File: src/tprl_pkg.sv
// tprl_pkg: shared types and constants for the transmit pacing limiter
// operation codes, register map and reset values; no dependencies
package tprl_pkg;

    localparam int unsigned TIME_W   = 32;
    localparam int unsigned COUNT_W  = 8;
    localparam int unsigned MODE_W   = 3;
    localparam int unsigned DATA_W   = 32;
    localparam int unsigned ADDR_W   = 4;
    localparam int unsigned REG_IDX_W = 2;

    typedef enum logic [MODE_W-1:0] {
        MODE_TX_REQ     = 3'd0,
        MODE_RETRY_QRY  = 3'd1,
        MODE_MARK_RETRY = 3'd2,
        MODE_ADD_DELAY  = 3'd3,
        MODE_START_SLOW = 3'd4
    } mode_t;

    typedef enum logic [REG_IDX_W-1:0] {
        REG_NORMAL_DELAY = 2'd0,
        REG_SLOW_DELAY   = 2'd1,
        REG_SLOW_PERIOD  = 2'd2,
        REG_RETRY_LIMIT  = 2'd3
    } reg_idx_t;

    localparam logic [TIME_W-1:0]  NORMAL_DELAY_RST = 32'd20;
    localparam logic [TIME_W-1:0]  SLOW_DELAY_RST   = 32'd200;
    localparam logic [TIME_W-1:0]  SLOW_PERIOD_RST  = 32'd20000;
    localparam logic [COUNT_W-1:0] RETRY_LIMIT_RST  = 8'd3;
    localparam logic [TIME_W-1:0]  NEXT_ALLOWED_RST = 32'd199;

endpackage

File: src/tx_pacing_retransmit_limiter.sv
// tx_pacing_retransmit_limiter: transmit pacing and retransmission limiter
// path: a beat is held in the input register, then its answer in the result register
// throughput: one beat per cycle unless out_stall holds; the single state update pass sets this
// reset: rst_n clears the registers to 20/200/20000/3, next allowed time to 199,
//        the retry flag, retry count and slow period end to zero, and both pipeline stages
// depends on tprl_pkg
module tx_pacing_retransmit_limiter (
    input  logic                          clk,
    input  logic                          rst_n,
    // configuration port
    input  logic                          psel,
    input  logic                          penable,
    input  logic                          pwrite,
    input  logic [tprl_pkg::ADDR_W-1:0]   paddr,
    input  logic [tprl_pkg::DATA_W-1:0]   pwdata,
    output logic [tprl_pkg::DATA_W-1:0]   prdata,
    output logic                          pready,
    // input beats
    input  logic                          in_valid,
    output logic                          in_stall,
    input  logic [tprl_pkg::MODE_W-1:0]   mode,
    input  logic [tprl_pkg::TIME_W-1:0]   now_ms,
    input  logic [tprl_pkg::TIME_W-1:0]   extra_delay_ms,
    // result beats
    output logic                          out_valid,
    input  logic                          out_stall,
    output logic                          answer
);
    import tprl_pkg::*;

    // configuration registers
    logic [TIME_W-1:0]  normal_delay_reg;
    logic [TIME_W-1:0]  slow_delay_reg;
    logic [TIME_W-1:0]  slow_period_reg;
    logic [COUNT_W-1:0] retry_limit_reg;

    // operating state
    logic [TIME_W-1:0]  next_allowed_reg, next_allowed_next;
    logic               retry_pending_reg, retry_pending_next;
    logic [COUNT_W-1:0] retry_count_reg, retry_count_next;
    logic [TIME_W-1:0]  slow_end_reg, slow_end_next;

    // input stage
    logic               s1_valid_reg;
    logic [MODE_W-1:0]  s1_mode_reg;
    logic [TIME_W-1:0]  s1_now_reg;
    logic [TIME_W-1:0]  s1_extra_reg;

    // result stage
    logic               out_valid_reg;
    logic               answer_reg, answer_next;

    logic               cfg_write;
    reg_idx_t           cfg_idx;
    logic               out_adv;   // result register can take a new beat
    logic               s1_fire;   // input stage beat is processed this cycle
    logic               in_fire;

    // ---------------------------------------------------------------
    // configuration port: always ready, register index from word address
    // ---------------------------------------------------------------
    assign pready    = 1'b1;
    assign cfg_idx   = reg_idx_t'(paddr[REG_IDX_W+1:2]);
    assign cfg_write = psel && penable && pwrite && pready;

    always_comb
    begin
        case (cfg_idx)
            REG_NORMAL_DELAY: prdata = normal_delay_reg;
            REG_SLOW_DELAY:   prdata = slow_delay_reg;
            REG_SLOW_PERIOD:  prdata = slow_period_reg;
            REG_RETRY_LIMIT:  prdata = {{(DATA_W-COUNT_W){1'b0}}, retry_limit_reg};
            default:          prdata = '0;
        endcase
    end

    always_ff @(posedge clk or negedge rst_n)
    begin
        if (!rst_n)
        begin
            normal_delay_reg <= NORMAL_DELAY_RST;
            slow_delay_reg   <= SLOW_DELAY_RST;
            slow_period_reg  <= SLOW_PERIOD_RST;
            retry_limit_reg  <= RETRY_LIMIT_RST;
        end
        else if (cfg_write)
        begin
            case (cfg_idx)
                REG_NORMAL_DELAY: normal_delay_reg <= pwdata;
                REG_SLOW_DELAY:   slow_delay_reg   <= pwdata;
                REG_SLOW_PERIOD:  slow_period_reg  <= pwdata;
                REG_RETRY_LIMIT:  retry_limit_reg  <= pwdata[COUNT_W-1:0];
                default:          ;
            endcase
        end
    end

    // ---------------------------------------------------------------
    // handshake: the result register parts the two sides, so a new
    // beat enters while the previous answer still waits
    // ---------------------------------------------------------------
    assign out_adv  = !out_valid_reg || !out_stall;
    assign s1_fire  = s1_valid_reg && out_adv;
    assign in_stall = s1_valid_reg && !out_adv;
    assign in_fire  = in_valid && !in_stall;

    // input stage loads whenever it is empty or its beat moves on
    always_ff @(posedge clk or negedge rst_n)
    begin
        if (!rst_n)
        begin
            s1_valid_reg <= 1'b0;
        end
        else if (!in_stall)
        begin
            s1_valid_reg <= in_valid;
        end
    end

    // input payload, no reset needed
    always_ff @(posedge clk)
    begin
        if (in_fire)
        begin
            s1_mode_reg  <= mode;
            s1_now_reg   <= now_ms;
            s1_extra_reg <= extra_delay_ms;
        end
    end

    // ---------------------------------------------------------------
    // single pass: at most two compares and one add per operation
    // ---------------------------------------------------------------
    always_comb
    begin
        next_allowed_next  = next_allowed_reg;
        retry_pending_next = retry_pending_reg;
        retry_count_next   = retry_count_reg;
        slow_end_next      = slow_end_reg;
        answer_next        = 1'b0;
        case (mode_t'(s1_mode_reg))
            MODE_TX_REQ:
            begin
                // grant only strictly after the next allowed time; spacing
                // accumulates on the allowed time, not on now
                if (s1_now_reg > next_allowed_reg)
                begin
                    if (s1_now_reg < slow_end_reg)
                        next_allowed_next = next_allowed_reg + slow_delay_reg;
                    else
                        next_allowed_next = next_allowed_reg + normal_delay_reg;
                    answer_next = 1'b1;
                end
            end
            MODE_RETRY_QRY:
            begin
                // flag is consumed; count runs up to the limit, else clears
                retry_pending_next = 1'b0;
                if (retry_pending_reg && (retry_count_reg < retry_limit_reg))
                begin
                    retry_count_next = retry_count_reg + 1'b1;
                    answer_next      = 1'b1;
                end
                else
                begin
                    retry_count_next = '0;
                end
            end
            MODE_MARK_RETRY:
            begin
                retry_pending_next = 1'b1;
                next_allowed_next  = next_allowed_reg + slow_delay_reg;
            end
            MODE_ADD_DELAY:
            begin
                next_allowed_next = next_allowed_reg + s1_extra_reg;
            end
            MODE_START_SLOW:
            begin
                slow_end_next = s1_now_reg + slow_period_reg;
            end
            default:
            begin
                // unused codes leave the state alone and answer zero
            end
        endcase
    end

    always_ff @(posedge clk or negedge rst_n)
    begin
        if (!rst_n)
        begin
            next_allowed_reg  <= NEXT_ALLOWED_RST;
            retry_pending_reg <= 1'b0;
            retry_count_reg   <= '0;
            slow_end_reg      <= '0;
            out_valid_reg     <= 1'b0;
        end
        else
        begin
            if (s1_fire)
            begin
                next_allowed_reg  <= next_allowed_next;
                retry_pending_reg <= retry_pending_next;
                retry_count_reg   <= retry_count_next;
                slow_end_reg      <= slow_end_next;
            end
            if (out_adv)
            begin
                out_valid_reg <= s1_valid_reg;
            end
        end
    end

    // result payload, no reset needed
    always_ff @(posedge clk)
    begin
        if (s1_fire)
        begin
            answer_reg <= answer_next;
        end
    end

    assign out_valid = out_valid_reg;
    assign answer    = answer_reg;

    // ---------------------------------------------------------------
    // assertions
    // ---------------------------------------------------------------
    a_stage_to_result: assert property (@(posedge clk) disable iff (!rst_n)
        s1_fire |=> out_valid_reg)
        else $error("processed beat did not reach the result register");

    a_answer_modes: assert property (@(posedge clk) disable iff (!rst_n)
        (s1_fire && (s1_mode_reg != MODE_TX_REQ) && (s1_mode_reg != MODE_RETRY_QRY))
        |=> !answer_reg)
        else $error("answer set for an operation that gives no verdict");

    a_mark_sets_flag: assert property (@(posedge clk) disable iff (!rst_n)
        (s1_fire && (s1_mode_reg == MODE_MARK_RETRY)) |=> retry_pending_reg)
        else $error("retransmit mark did not set the pending flag");

    a_state_holds_idle: assert property (@(posedge clk) disable iff (!rst_n)
        !s1_fire |=> ($stable(next_allowed_reg) && $stable(retry_count_reg)
                      && $stable(slow_end_reg)))
        else $error("state changed without a processed beat");

endmodule

File: config.mk
export PLATFORM = sky130hd
export DESIGN_NAME = tx_pacing_retransmit_limiter
export DESIGN_NICKNAME = d
export VERILOG_FILES = /design/src/tprl_pkg.sv /design/src/tx_pacing_retransmit_limiter.sv
export SDC_FILE = /design/constraint.sdc
export NUM_CORES = 1
export LEC_CHECK = 0
export ABC_CLOCK_PERIOD_IN_PS = 4600
export BUFFER_PORTS_ARGS = -buffer_cell sky130_fd_sc_hd__buf_4
export CAP_MARGIN = 20
export CORE_UTILIZATION = 25
export DETAILED_ROUTE_END_ITERATION = 8
export MAX_ROUTING_LAYER = met4
export PLACE_DENSITY = 0.37
export SYNTH_ARGS = -nofsm -noshare
export SYNTH_HDL_FRONTEND = slang
export SYNTH_SLANG_ARGS = --single-unit
File: constraint.sdc
create_clock -name clk -period 4.6 [get_ports clk]
set_input_delay 0.46 -clock clk [delete_from_list [all_inputs] [get_ports clk]]
set_output_delay 0.46 -clock clk [all_outputs]
set_load 0.02 [all_outputs]
==> flow_metrics.tcl <==
set metrics [dict create \
    synth_mux_area_share_pct 9.11 \
    final_cells 2934 \
    grt_util_met2_pct 24.7 \
    endpoint_kind "register" \
    synthSimpleGateAreaFrac_pct 10.6 \
    drive_gt1_share_pct 18.6 \
    synth-compound-area-share_pct 20.6 \
    synth_enable_flop_cells 68 \
    numCtsBuffers 34 \
    critPathSlowestCell "a311o_1" \
    start_util_pct 25.4 \
    crit_chain "ha_1 -> nand4_1 -> a21oi_1 -> a2111oi_0 -> buf_4 -> a2111oi_0 -> a311o_1 -> mux2_2 -> o22ai_1 -> a211oi_1 -> a21oi_1" \
    grt_overflow 0 \
    path_max_fanout 16 \
    finalSetupTns_ps 0 \
    die-area_sq_um 72700 \
    drv_slew 0 \
    fin_crit_ps 4100 \
    synth_top_family_by_area "compound AO/OA/AOI/OAI gates" \
    antenna_found_initial 2 \
    ys_seq_area_share_pct 36.5 \
    port_buffers 142 \
    rsz0062_at_grt "false" \
    worstMarginPinSlew_ps 1100 \
    top_usage_layer "met2" \
    cp_top_family "compound AO/OA/AOI/OAI gates" \
    routed_wl_microns 59500 \
    ys_seq_elements 247 \
    cts_tree "built" \
    die_h_microns 270 \
    critical_path_buf_inv_count 1 \
    max_freq_mhz 244 \
    via_count 14200 \
    cts_resized 0 \
    grt_use_total_pct 16.8 \
    rrSetupSlack_ps 500 \
    total_power_uw 13400 \
    failed_checks "hold timing" \
    finalCritPeriodShare_pct 89.2 \
    synthFlopType "dfrtp_1" \
    setup_viol 0 \
    yosysWarnings 0 \
    final_common_cell "ha_1" \
    synth_area_sq_um 17900 \
    die_w_microns 270 \
    power.leakage_uw 0.00951 \
    place_ws_ps 450 \
    drc 0 \
    final_cell_mix "ha_1, buf_4, dfrtp_1" \
    post-cts-setup-buffers 0 \
    pin_count 146 \
    use_met1_pct 24.0 \
    clk_path_buf_depth 3 \
    synth_cell_types 82 \
    syn_nets 2144 \
    regArea_sq_um 6540 \
    syn_avg_cell_area_sq_um 9.76 \
    row_count 97 \
    multi_input_area_sq_um 10700 \
    critical_path_class "register to register" \
    grt_pass1_vias 14600 \
    relSlewSlack_pct 26.7 \
    timing.hold.ws_ps -15.8 \
    clk_pin_slew_ps 60 \
    ant_nets 0 \
    place_inst 2870 \
    root_buffer "clkbuf_16" \
    use_met3_pct 2.33 \
    async_reset_ff_share_pct 72.5 \
    cts_hold_buf 0 \
    vias_per_cell 4.84 \
    skew_ps 22.6 \
    dp_hpwl_microns 46800 \
    slowest_delay_ps 730 \
    hold_path_class "primary input to asynchronous set/reset pin" \
    fillers 7320 \
    coreArea_sq_um 70500 \
    wl_per_cell_microns 20.3 \
    grt_pass1_wl_microns 90100 \
    cp.required_ps 5040 \
    finalHoldViolCount 4 \
    status "finished with violations" \
    synthXorXnorAreaFrac_pct 5.28 \
    ir_drop_v 0.000218 \
    cap_violations 0 \
    syn-instance-count 1835 \
    nets 2275 \
    dr.pass1.iters 5 \
    clkLatencyLatePin_ps 560 \
    gp_congestion 0.856 \
    area_growth_pct 18.5 \
    grt_max_degree 109 \
    cp.arrival_ps 4540 \
    power_density_nw_per_um2 630 \
    startpoint_type "register" \
    htreeDepth 2 \
    drt-initial-drc-count 742 \
    fin_ws_ps 497 \
    clkSinkCount 247 \
    synth_fa_ha_area_share_pct 14.1 \
]
==> worst paths after layout <==
kind | from | endpoint | cells after the start
setup / recovery | s1_now_reg[15] | next_allowed_reg[16] | 11
hold / removal | rst_n | slow_end_reg[0] | 1
setup reg to reg | s1_now_reg[15] | next_allowed_reg[16] | 11
hold reg to reg | slow_end_reg[22] | slow_end_reg[22] | 2
max in group asynchronous | rst_n | next_allowed_reg[0] | 2
min in group clk | now_ms[22] | s1_now_reg[22] | 1
==> cell families after synthesis <==
group           count (synthesis)
compound gates                568
xor+xnor                      108
fa+ha+maj                     199
buf+inv                       179
flops                         247
mux                           140
other cells                     1
simple gates                  393
==> worst register-to-register path, cell delays in order (launching register included) <==
cell	delay, ps
edfxtp_1	470
ha_1	350
nand4_1	180
a21oi_1	220
a2111oi_0	110
buf_4	150
a2111oi_0	720
a311o_1	730
mux2_2	560
o22ai_1	170
a211oi_1	240
a21oi_1	60
==> cell type report <==
| type | count | share of cell area (%) |
|---|---|---|
| Multi-Input combinational cell | 1409 | 50.5 |
| Inverter | 108 | 1.91 |
| Timing Repair Buffer | 166 | 5.90 |
| Sequential cell | 247 | 30.8 |
| Tap cell | 940 | 5.54 |
| Clock inverter | 11 | 0.507 |
| Antenna cell | 2 | 0.0236 |
| Clock buffer | 51 | 4.74 |
==> report_power, final <==
group	internal [uW]	switching, uW	total [uW]
clock network	1580	1100	2670
logic	3060	4170	7230
registers	2830	646	3470
total	7460	5910	13400
==> per-stage QoR <==
stage	utilization, %	area (sq um)
after detailed placement	28.5	20100
after floorplan	-	17900
final	30.1	21200
after CTS	30.1	21200
after global placement	28.5	20100
after global routing	30.1	21200
==> metal layers <==
layer / share of wire, % / wire length (microns)
met5: 0 / 0
met4: 1.8 / 1050
met3: 3.1 / 1850
met2: 43 / 25400
met1: 52 / 31200
==> synth_stat cells (11+ instances only) <==
library cell	number	share of area, %
a211oi_1	35	1.5
a21o_1	88	3.7
a21oi_1	141	3.9
a31oi_1	13	0.45
and3_1	15	0.52
clkbuf_1	63	1.3
dfrtp_1	162	23
dfstp_2	17	2.5
edfxtp_1	68	11
ha_1	195	14
inv_1	108	2.3
mux2_2	104	6.5
mux2i_1	28	1.6
nand2_1	138	2.9
nand2b_1	30	1.0
nand3_1	35	0.98
nand4_1	23	0.80
nor2_1	73	1.5
nor2b_1	23	0.80
nor3_1	17	0.48
o21a_1	12	0.50
o21ai_0	118	3.3
o21ai_1	21	0.59
o21bai_1	22	0.92
o22ai_1	20	0.70
o31ai_1	11	0.46
xnor2_1	62	3.0
xor2_1	46	2.2
Power figures use the tool's default switching activity.
